`src/rtl/suv_pkg.sv`:
```
// Types and constants of the strict UTF-8 validator.
package suv_pkg;

  // Byte classes
  localparam logic [7:0] ASCII_MAX = 8'h7F;
  localparam logic [7:0] LEAD2_MIN = 8'hC2;
  localparam logic [7:0] LEAD2_MAX = 8'hDF;
  localparam logic [7:0] LEAD3_MIN = 8'hE0;
  localparam logic [7:0] LEAD3_MAX = 8'hEF;
  localparam logic [7:0] LEAD4_MIN = 8'hF0;
  localparam logic [7:0] LEAD4_MAX = 8'hF4;
  localparam logic [7:0] CONT_MASK = 8'hC0;
  localparam logic [7:0] CONT_TAG  = 8'h80;
  localparam logic [7:0] NUL_BYTE  = 8'h00;

  // Code point limits
  localparam int unsigned CP_W = 21;
  localparam logic [CP_W-1:0] CP_MAX    = 21'h10FFFF;
  localparam logic [CP_W-1:0] SURR_MIN  = 21'h00D800;
  localparam logic [CP_W-1:0] SURR_MAX  = 21'h00DFFF;
  localparam logic [CP_W-1:0] MIN_TWO   = 21'h000080;
  localparam logic [CP_W-1:0] MIN_THREE = 21'h000800;
  localparam logic [CP_W-1:0] MIN_FOUR  = 21'h010000;

  // Sequence length classes
  localparam logic [1:0] LEN_NONE  = 2'd0;
  localparam logic [1:0] LEN_TWO   = 2'd1;
  localparam logic [1:0] LEN_THREE = 2'd2;
  localparam logic [1:0] LEN_FOUR  = 2'd3;

  // Continuation bytes still expected
  localparam logic [1:0] PEND_NONE  = 2'd0;
  localparam logic [1:0] PEND_ONE   = 2'd1;
  localparam logic [1:0] PEND_TWO   = 2'd2;
  localparam logic [1:0] PEND_THREE = 2'd3;

  localparam int unsigned OUT_TDATA_W = 8;

  typedef struct packed {
    logic            err;
    logic [1:0]      len_class;
    logic [1:0]      pending;
    logic [CP_W-1:0] acc;
  } suv_state_t;

  typedef struct packed {
    logic [7:0] data_byte;
    logic       byte_present;
    logic       end_of_text;
  } suv_item_t;

  typedef struct packed {
    logic error_seen;
    logic text_valid;
    logic text_done;
  } suv_result_t;

endpackage

```
`src/rtl/suv_step.sv`:
```
// Per-byte decode: next validator state and result for one item.
module suv_step
  import suv_pkg::*;
(
  input  suv_item_t   item,
  input  suv_state_t  st,
  output suv_state_t  st_nxt,
  output suv_result_t res
);

  logic [CP_W-1:0] cp_shift;
  logic [CP_W-1:0] cp_min;
  logic            cp_bad;
  logic            is_cont;
  logic            text_ok;
  suv_state_t      nx;

  // Shift in six payload bits of a continuation byte
  assign cp_shift = {st.acc[CP_W-7:0], item.data_byte[5:0]};
  assign is_cont  = (item.data_byte & CONT_MASK) == CONT_TAG;

  // Overlong minimum for the sequence length
  always_comb begin
    unique case (st.len_class)
      LEN_TWO:   cp_min = MIN_TWO;
      LEN_THREE: cp_min = MIN_THREE;
      default:   cp_min = MIN_FOUR;
    endcase
  end

  assign cp_bad = (cp_shift < cp_min) || (cp_shift > CP_MAX) ||
                  ((cp_shift >= SURR_MIN) && (cp_shift <= SURR_MAX));

  // Byte consumption
  always_comb begin
    nx = st;
    if (item.byte_present && !st.err) begin
      if (st.pending == PEND_NONE) begin
        priority if (item.data_byte == NUL_BYTE) begin
          nx.err = 1'b1;
        end else if (item.data_byte <= ASCII_MAX) begin
          nx.pending = PEND_NONE;
        end else if (item.data_byte >= LEAD2_MIN && item.data_byte <= LEAD2_MAX) begin
          nx.pending   = PEND_ONE;
          nx.acc       = {{(CP_W-5){1'b0}}, item.data_byte[4:0]};
          nx.len_class = LEN_TWO;
        end else if (item.data_byte >= LEAD3_MIN && item.data_byte <= LEAD3_MAX) begin
          nx.pending   = PEND_TWO;
          nx.acc       = {{(CP_W-4){1'b0}}, item.data_byte[3:0]};
          nx.len_class = LEN_THREE;
        end else if (item.data_byte >= LEAD4_MIN && item.data_byte <= LEAD4_MAX) begin
          nx.pending   = PEND_THREE;
          nx.acc       = {{(CP_W-3){1'b0}}, item.data_byte[2:0]};
          nx.len_class = LEN_FOUR;
        end else begin
          nx.err = 1'b1;
        end
      end else begin
        if (!is_cont) begin
          nx.err = 1'b1;
        end else begin
          nx.acc     = cp_shift;
          nx.pending = st.pending - 2'd1;
          // Last continuation: range, overlong and surrogate checks
          if (st.pending == PEND_ONE) begin
            if (cp_bad) begin
              nx.err = 1'b1;
            end
            nx.acc       = '0;
            nx.len_class = LEN_NONE;
          end
        end
      end
      // An error drops any partial sequence
      if (nx.err) begin
        nx.pending   = PEND_NONE;
        nx.acc       = '0;
        nx.len_class = LEN_NONE;
      end
    end
  end

  // Verdict on end of text, which also clears the state
  assign text_ok = !nx.err && (nx.pending == PEND_NONE);

  always_comb begin
    if (item.end_of_text) begin
      res.error_seen = !text_ok;
      res.text_valid = text_ok;
      res.text_done  = 1'b1;
      st_nxt         = '0;
    end else begin
      res.error_seen = nx.err;
      res.text_valid = 1'b0;
      res.text_done  = 1'b0;
      st_nxt         = nx;
    end
  end

endmodule

```
`src/rtl/strict_utf8_validator.sv`:
```
// Top level of the strict UTF-8 validator: input register, decode, result register.
// Checks a byte stream for strict UTF-8 (no NUL, no overlong forms, no surrogates,
// nothing above 10FFFF), one byte per transfer on the in_ side; every input transfer
// gives exactly one result transfer on the out_ side. in_tlast closes a text and its
// result carries the verdict with out_tlast high; in_tuser low with in_tlast high closes
// a text without adding a byte. Throughput is one byte per clock while out_tready is
// high, set by the single decode step between the input register and the result
// register, which also carries the sequence state from one byte to the next. Each item
// passes the input register and then the result register before out_tvalid rises; a
// stalled result keeps the next item in the input register and drops in_tready. No
// configuration; reset clears the text state.
module strict_utf8_validator
  import suv_pkg::*;
(
  input  logic                   clk,
  input  logic                   rst_n,
  input  logic                   in_tvalid,
  output logic                   in_tready,
  input  logic [7:0]             in_tdata,   // [7:0] data_byte
  input  logic                   in_tuser,   // [0] byte_present
  input  logic                   in_tlast,   // end_of_text
  output logic                   out_tvalid,
  input  logic                   out_tready,
  output logic [OUT_TDATA_W-1:0] out_tdata,  // [0] error_seen, [1] text_valid, [7:2] zero
  output logic                   out_tlast   // text_done
);

  logic        s1_valid_r, s1_valid_nxt;
  suv_item_t   s1_item_r;
  logic        out_valid_r, out_valid_nxt;
  suv_result_t out_res_r;
  suv_state_t  state_r, state_nxt;
  suv_result_t step_res;
  logic        advance;
  logic        in_xfer;

  // Input stage moves on when the result register is free or being drained
  assign advance   = s1_valid_r && (!out_valid_r || out_tready);
  assign in_tready = !s1_valid_r || advance;
  assign in_xfer   = in_tvalid && in_tready;

  suv_step u_step (
    .item   (s1_item_r),
    .st     (state_r),
    .st_nxt (state_nxt),
    .res    (step_res)
  );

  assign s1_valid_nxt  = in_xfer || (s1_valid_r && !advance);
  assign out_valid_nxt = advance || (out_valid_r && !out_tready);

  // Control and text state
  always_ff @(posedge clk) begin
    if (!rst_n) begin
      s1_valid_r  <= 1'b0;
      out_valid_r <= 1'b0;
      state_r     <= '0;
    end else begin
      s1_valid_r  <= s1_valid_nxt;
      out_valid_r <= out_valid_nxt;
      if (advance) begin
        state_r <= state_nxt;
      end
    end
  end

  // Payload registers
  always_ff @(posedge clk) begin
    if (in_xfer) begin
      s1_item_r <= '{data_byte: in_tdata, byte_present: in_tuser, end_of_text: in_tlast};
    end
    if (advance) begin
      out_res_r <= step_res;
    end
  end

  assign out_tvalid = out_valid_r;
  assign out_tdata  = {{(OUT_TDATA_W-2){1'b0}}, out_res_r.text_valid, out_res_r.error_seen};
  assign out_tlast  = out_res_r.text_done;

endmodule

```
`config.mk`:
```
export PLATFORM = sky130hd
export DESIGN_NAME = strict_utf8_validator
export DESIGN_NICKNAME = d
export VERILOG_FILES = /design/src/rtl/suv_pkg.sv /design/src/rtl/suv_step.sv /design/src/rtl/strict_utf8_validator.sv
export SDC_FILE = /design/constraint.sdc
export NUM_CORES = 1
export LEC_CHECK = 0
export BUFFER_PORTS_ARGS = -buffer_cell sky130_fd_sc_hd__clkbuf_2
export CAP_MARGIN = 40
export CELL_PAD_IN_SITES_DETAIL_PLACEMENT = 0
export CELL_PAD_IN_SITES_GLOBAL_PLACEMENT = 1
export CORE_MARGIN = 5
export CORE_UTILIZATION = 38
export CTS_CLUSTER_DIAMETER = 80
export DETAILED_ROUTE_END_ITERATION = 8
export GPL_TIMING_DRIVEN = 0
export PLACE_DENSITY = 0.7
export SYNTH_ARGS = -nofsm -noshare
export SYNTH_HDL_FRONTEND = slang
export SYNTH_SLANG_ARGS = --single-unit
```
`constraint.sdc`:
```
create_clock -name clk -period 2.72 [get_ports clk]
set_input_delay 0.272 -clock clk [delete_from_list [all_inputs] [get_ports clk]]
set_output_delay 0.272 -clock clk [all_outputs]
set_load 0.01 [all_outputs]
```
==> flow_summary.json <==
{
  "status": "completed",
  "finClkSkew_ps": 11.4,
  "grt_overflow_total": 0,
  "regArea_sq_um": 831,
  "post-route-period-util_pct": 94.4,
  "seq_area_frac_synth_pct": 42.3,
  "finalHoldViolCount": 0,
  "routed_wl_um": 4090,
  "hold_path_class": "primary input to register",
  "design_area_sq_mm": 0.00233,
  "num_rows": 26,
  "root_buffer": "clkbuf_8",
  "track_usage_pct": 13.2,
  "grt_max_degree": 11,
  "synth-seq-cells": 35,
  "die_h_um": 81.9,
  "holdBufCountCts": 0,
  "yosysTopAreaCell": "dfxtp_1",
  "syn_area_per_cell_sq_um": 9.62,
  "fin_crit_ps": 2570,
  "route.detailed.drc": 0,
  "criticalPathCategory": "register to register",
  "crit_path_end_kind": "register",
  "multi_input_area_sq_mm": 0.00102,
  "ff2ff_setup_slack_ps": 150,
  "worst_hold_slack_ps": 161,
  "gp_congestion": 0.754,
  "wl_per_cell_um": 13.1,
  "utilization_pct": 45.9,
  "syn-cell-area_sq_mm": 0.00196,
  "hpwl_um": 3090,
  "crit_path_start_kind": "register",
  "yosys_warnings": 0,
  "leakage_nw": 0.883,
  "total_power_w": 0.00111,
  "r2r-end": "out_tdata[1]$_SDFFCE_PN0P_",
  "grt_pass1_vias": 1414,
  "grt_pass1_wl_um": 6840,
  "antennaDiodeCount": 0,
  "synth_edf_count": 13,
  "hp-start": "in_tlast",
  "die_x_um": 81.9,
  "clock_path_buffers": 2,
  "vias": 1532,
  "relSlewSlack_pct": 37.9,
  "path_max_fanout": 5,
  "cts-buffers-inserted": 5,
  "ys_top_cells_by_count": "23 x nand2_1, 22 x dfxtp_1, 15 x mux2i_1",
  "start_util_pct": 38.7,
  "fp.dieArea_sq_mm": 0.00670,
  "clkTransAtPathRegs_ps": 70,
  "synth_top_area_share_pct": 22.4,
  "vias_per_cell": 4.93,
  "drtAntennaViolNets": 0,
  "holdPathEnd": "s1_item_r[0]$_DFFE_PP_",
  "coreArea_sq_mm": 0.00507,
  "drive_above_1_share_pct": 22.0,
  "nets": 260,
  "place_area_sq_mm": 0.00216,
  "maxSlewViolCount": 0,
  "rr_startpoint": "state_r[10]$_SDFFE_PN0P_",
  "clk_latency_ps": 290,
  "antenna_found_initial": 0,
  "power_density_mw_per_mm2": 477,
  "synth_ff_type": "dfxtp_1",
  "hold_depth": 1,
  "io_pins": 25,
  "netlist_top_cells_area": "dfxtp_1 22%, edfxtp_1 20%, mux2i_1 7.7%",
  "ir_worst_vdd_mv": 0.238,
  "fill_cells": 520,
  "cts_sinks": 35,
  "portBuffers": 17,
  "cts_max_level": 2,
  "cts_tree": "done",
  "yosysMostFrequentCell": "nand2_1",
  "drtPass1Iterations": 4,
  "setup_viol": 0,
  "worstPathRequired_ps": 2760,
  "fin_tns_setup_ps": 0,
  "drv_cap": 0,
  "cp.arrival_ps": 2610,
  "syn2layout_area_growth_pct": 18.6,
  "ff2ff_path_depth": 7,
  "clock.fmax_ghz": 0.389,
  "synthDistinctLibCells": 47,
  "ys_async_sr_fraction_pct": 0,
  "rsz0062_at_grt": "no",
  "synth_cells": 204,
  "dr.first_iter.drc_count": 74,
  "tightest_slew_ps": 923
}
==> stage by stage <==
step                worst slack, ps  cells
floorplan                       355    209
global placement               92.1    296
detailed placement             61.9    297
CTS                            49.1    305
global route                   22.4    311
finish                          153    311
==> final cells by class <==
cell class / instances / area share, %
buffer: 14 / 4.57
clock buffer: 8 / 4.30
inverter: 13 / 2.10
multi-input combinational: 147 / 43.8
sequential: 35 / 35.7
tap: 70 / 3.76
timing repair buffer: 24 / 5.81
==> layout by cell type (no fill, tap or decap), types with 4 or more instances in the layout <==
master / synthesis / final
a21oi_1: 10 / 10
buf_4: 6 / 12
clkbuf_1: 4 / 5
clkbuf_2: 0 / 17
clkbuf_8: 0 / 7
conb_1: 1 / 6
dfxtp_1: 22 / 22
edfxtp_1: 13 / 13
ha_1: 6 / 6
inv_1: 13 / 12
mux2i_1: 15 / 15
nand2_1: 23 / 23
nand2b_1: 4 / 4
nand3_1: 14 / 14
nand3b_1: 4 / 4
nor2_1: 8 / 8
nor3_1: 6 / 6
o21ai_0: 7 / 7
==> power by group <==
part | internal (W) | switching (W)
clock network | 0.000231 | 0.000182
logic | 0.0000542 | 0.0000696
registers | 0.000559 | 0.0000135
total | 0.000844 | 0.000265
==> layer usage <==
| metal | up-vias | track usage (%) | wire [um] |
|---|---|---|---|
| li1 | 808 | - | - |
| met1 | 690 | 18.1 | 1960 |
| met2 | 29 | 20.0 | 1900 |
| met3 | 5 | 3.29 | 180 |
| met4 | 0 | 4.49 | 43 |
| met5 | - | 0 | 0 |
==> worst max path at each step <==
| stage | startpoint | end | cells after the start |
|---|---|---|---|
| 5_1_grt | state_r[23]$_SDFFE_PN0P_ | state_r[22]$_SDFFE_PN0P_ | 10 |
| 4_1_cts | s1_item_r[3]$_DFFE_PP_ | state_r[14]$_SDFFE_PN0P_ | 7 |
| 3_5_place_dp | s1_item_r[3]$_DFFE_PP_ | state_r[14]$_SDFFE_PN0P_ | 7 |
| 3_3_place_gp | s1_item_r[3]$_DFFE_PP_ | state_r[10]$_SDFFE_PN0P_ | 7 |
| 6_report | state_r[10]$_SDFFE_PN0P_ | out_tdata[1]$_SDFFCE_PN0P_ | 7 |
| 2_1_floorplan | state_r[10]$_SDFFE_PN0P_ | state_r[10]$_SDFFE_PN0P_ | 7 |
==> critical path, stage by stage, from the launching register on <==
cell      delay (ps)
dfxtp_1          330
or4_4            540
or4b_4           540
a21boi_4         240
nor3_4            90
buf_4            170
a31o_2           240
and4_1           170
==> sequential cells by signal (all words and copies together) (netlist names) <==
signal and count:
s1_item_r 10, state_r 20, out_tdata 2, out_tlast 1, out_tvalid 1, s1_valid_r 1
==> cells by family after synthesis <==
kind of cell | count (synthesis) | synth area share, %
compound gates | 38 | 14.0
fa+ha+maj | 6 | 3.83
buf+inv | 27 | 7.91
flops | 35 | 42.3
mux | 15 | 7.65
other cells | 1 | 0.191
simple gates | 82 | 24.1
==> what timing repair did <==
item / 4_1_cts / 5_1_grt
gates resized for setup: 0 / 5
setup endpoints to repair: 0 / 14
buffers inserted: 0 / 6
No activity file was read; power rests on OpenSTA's default activity.
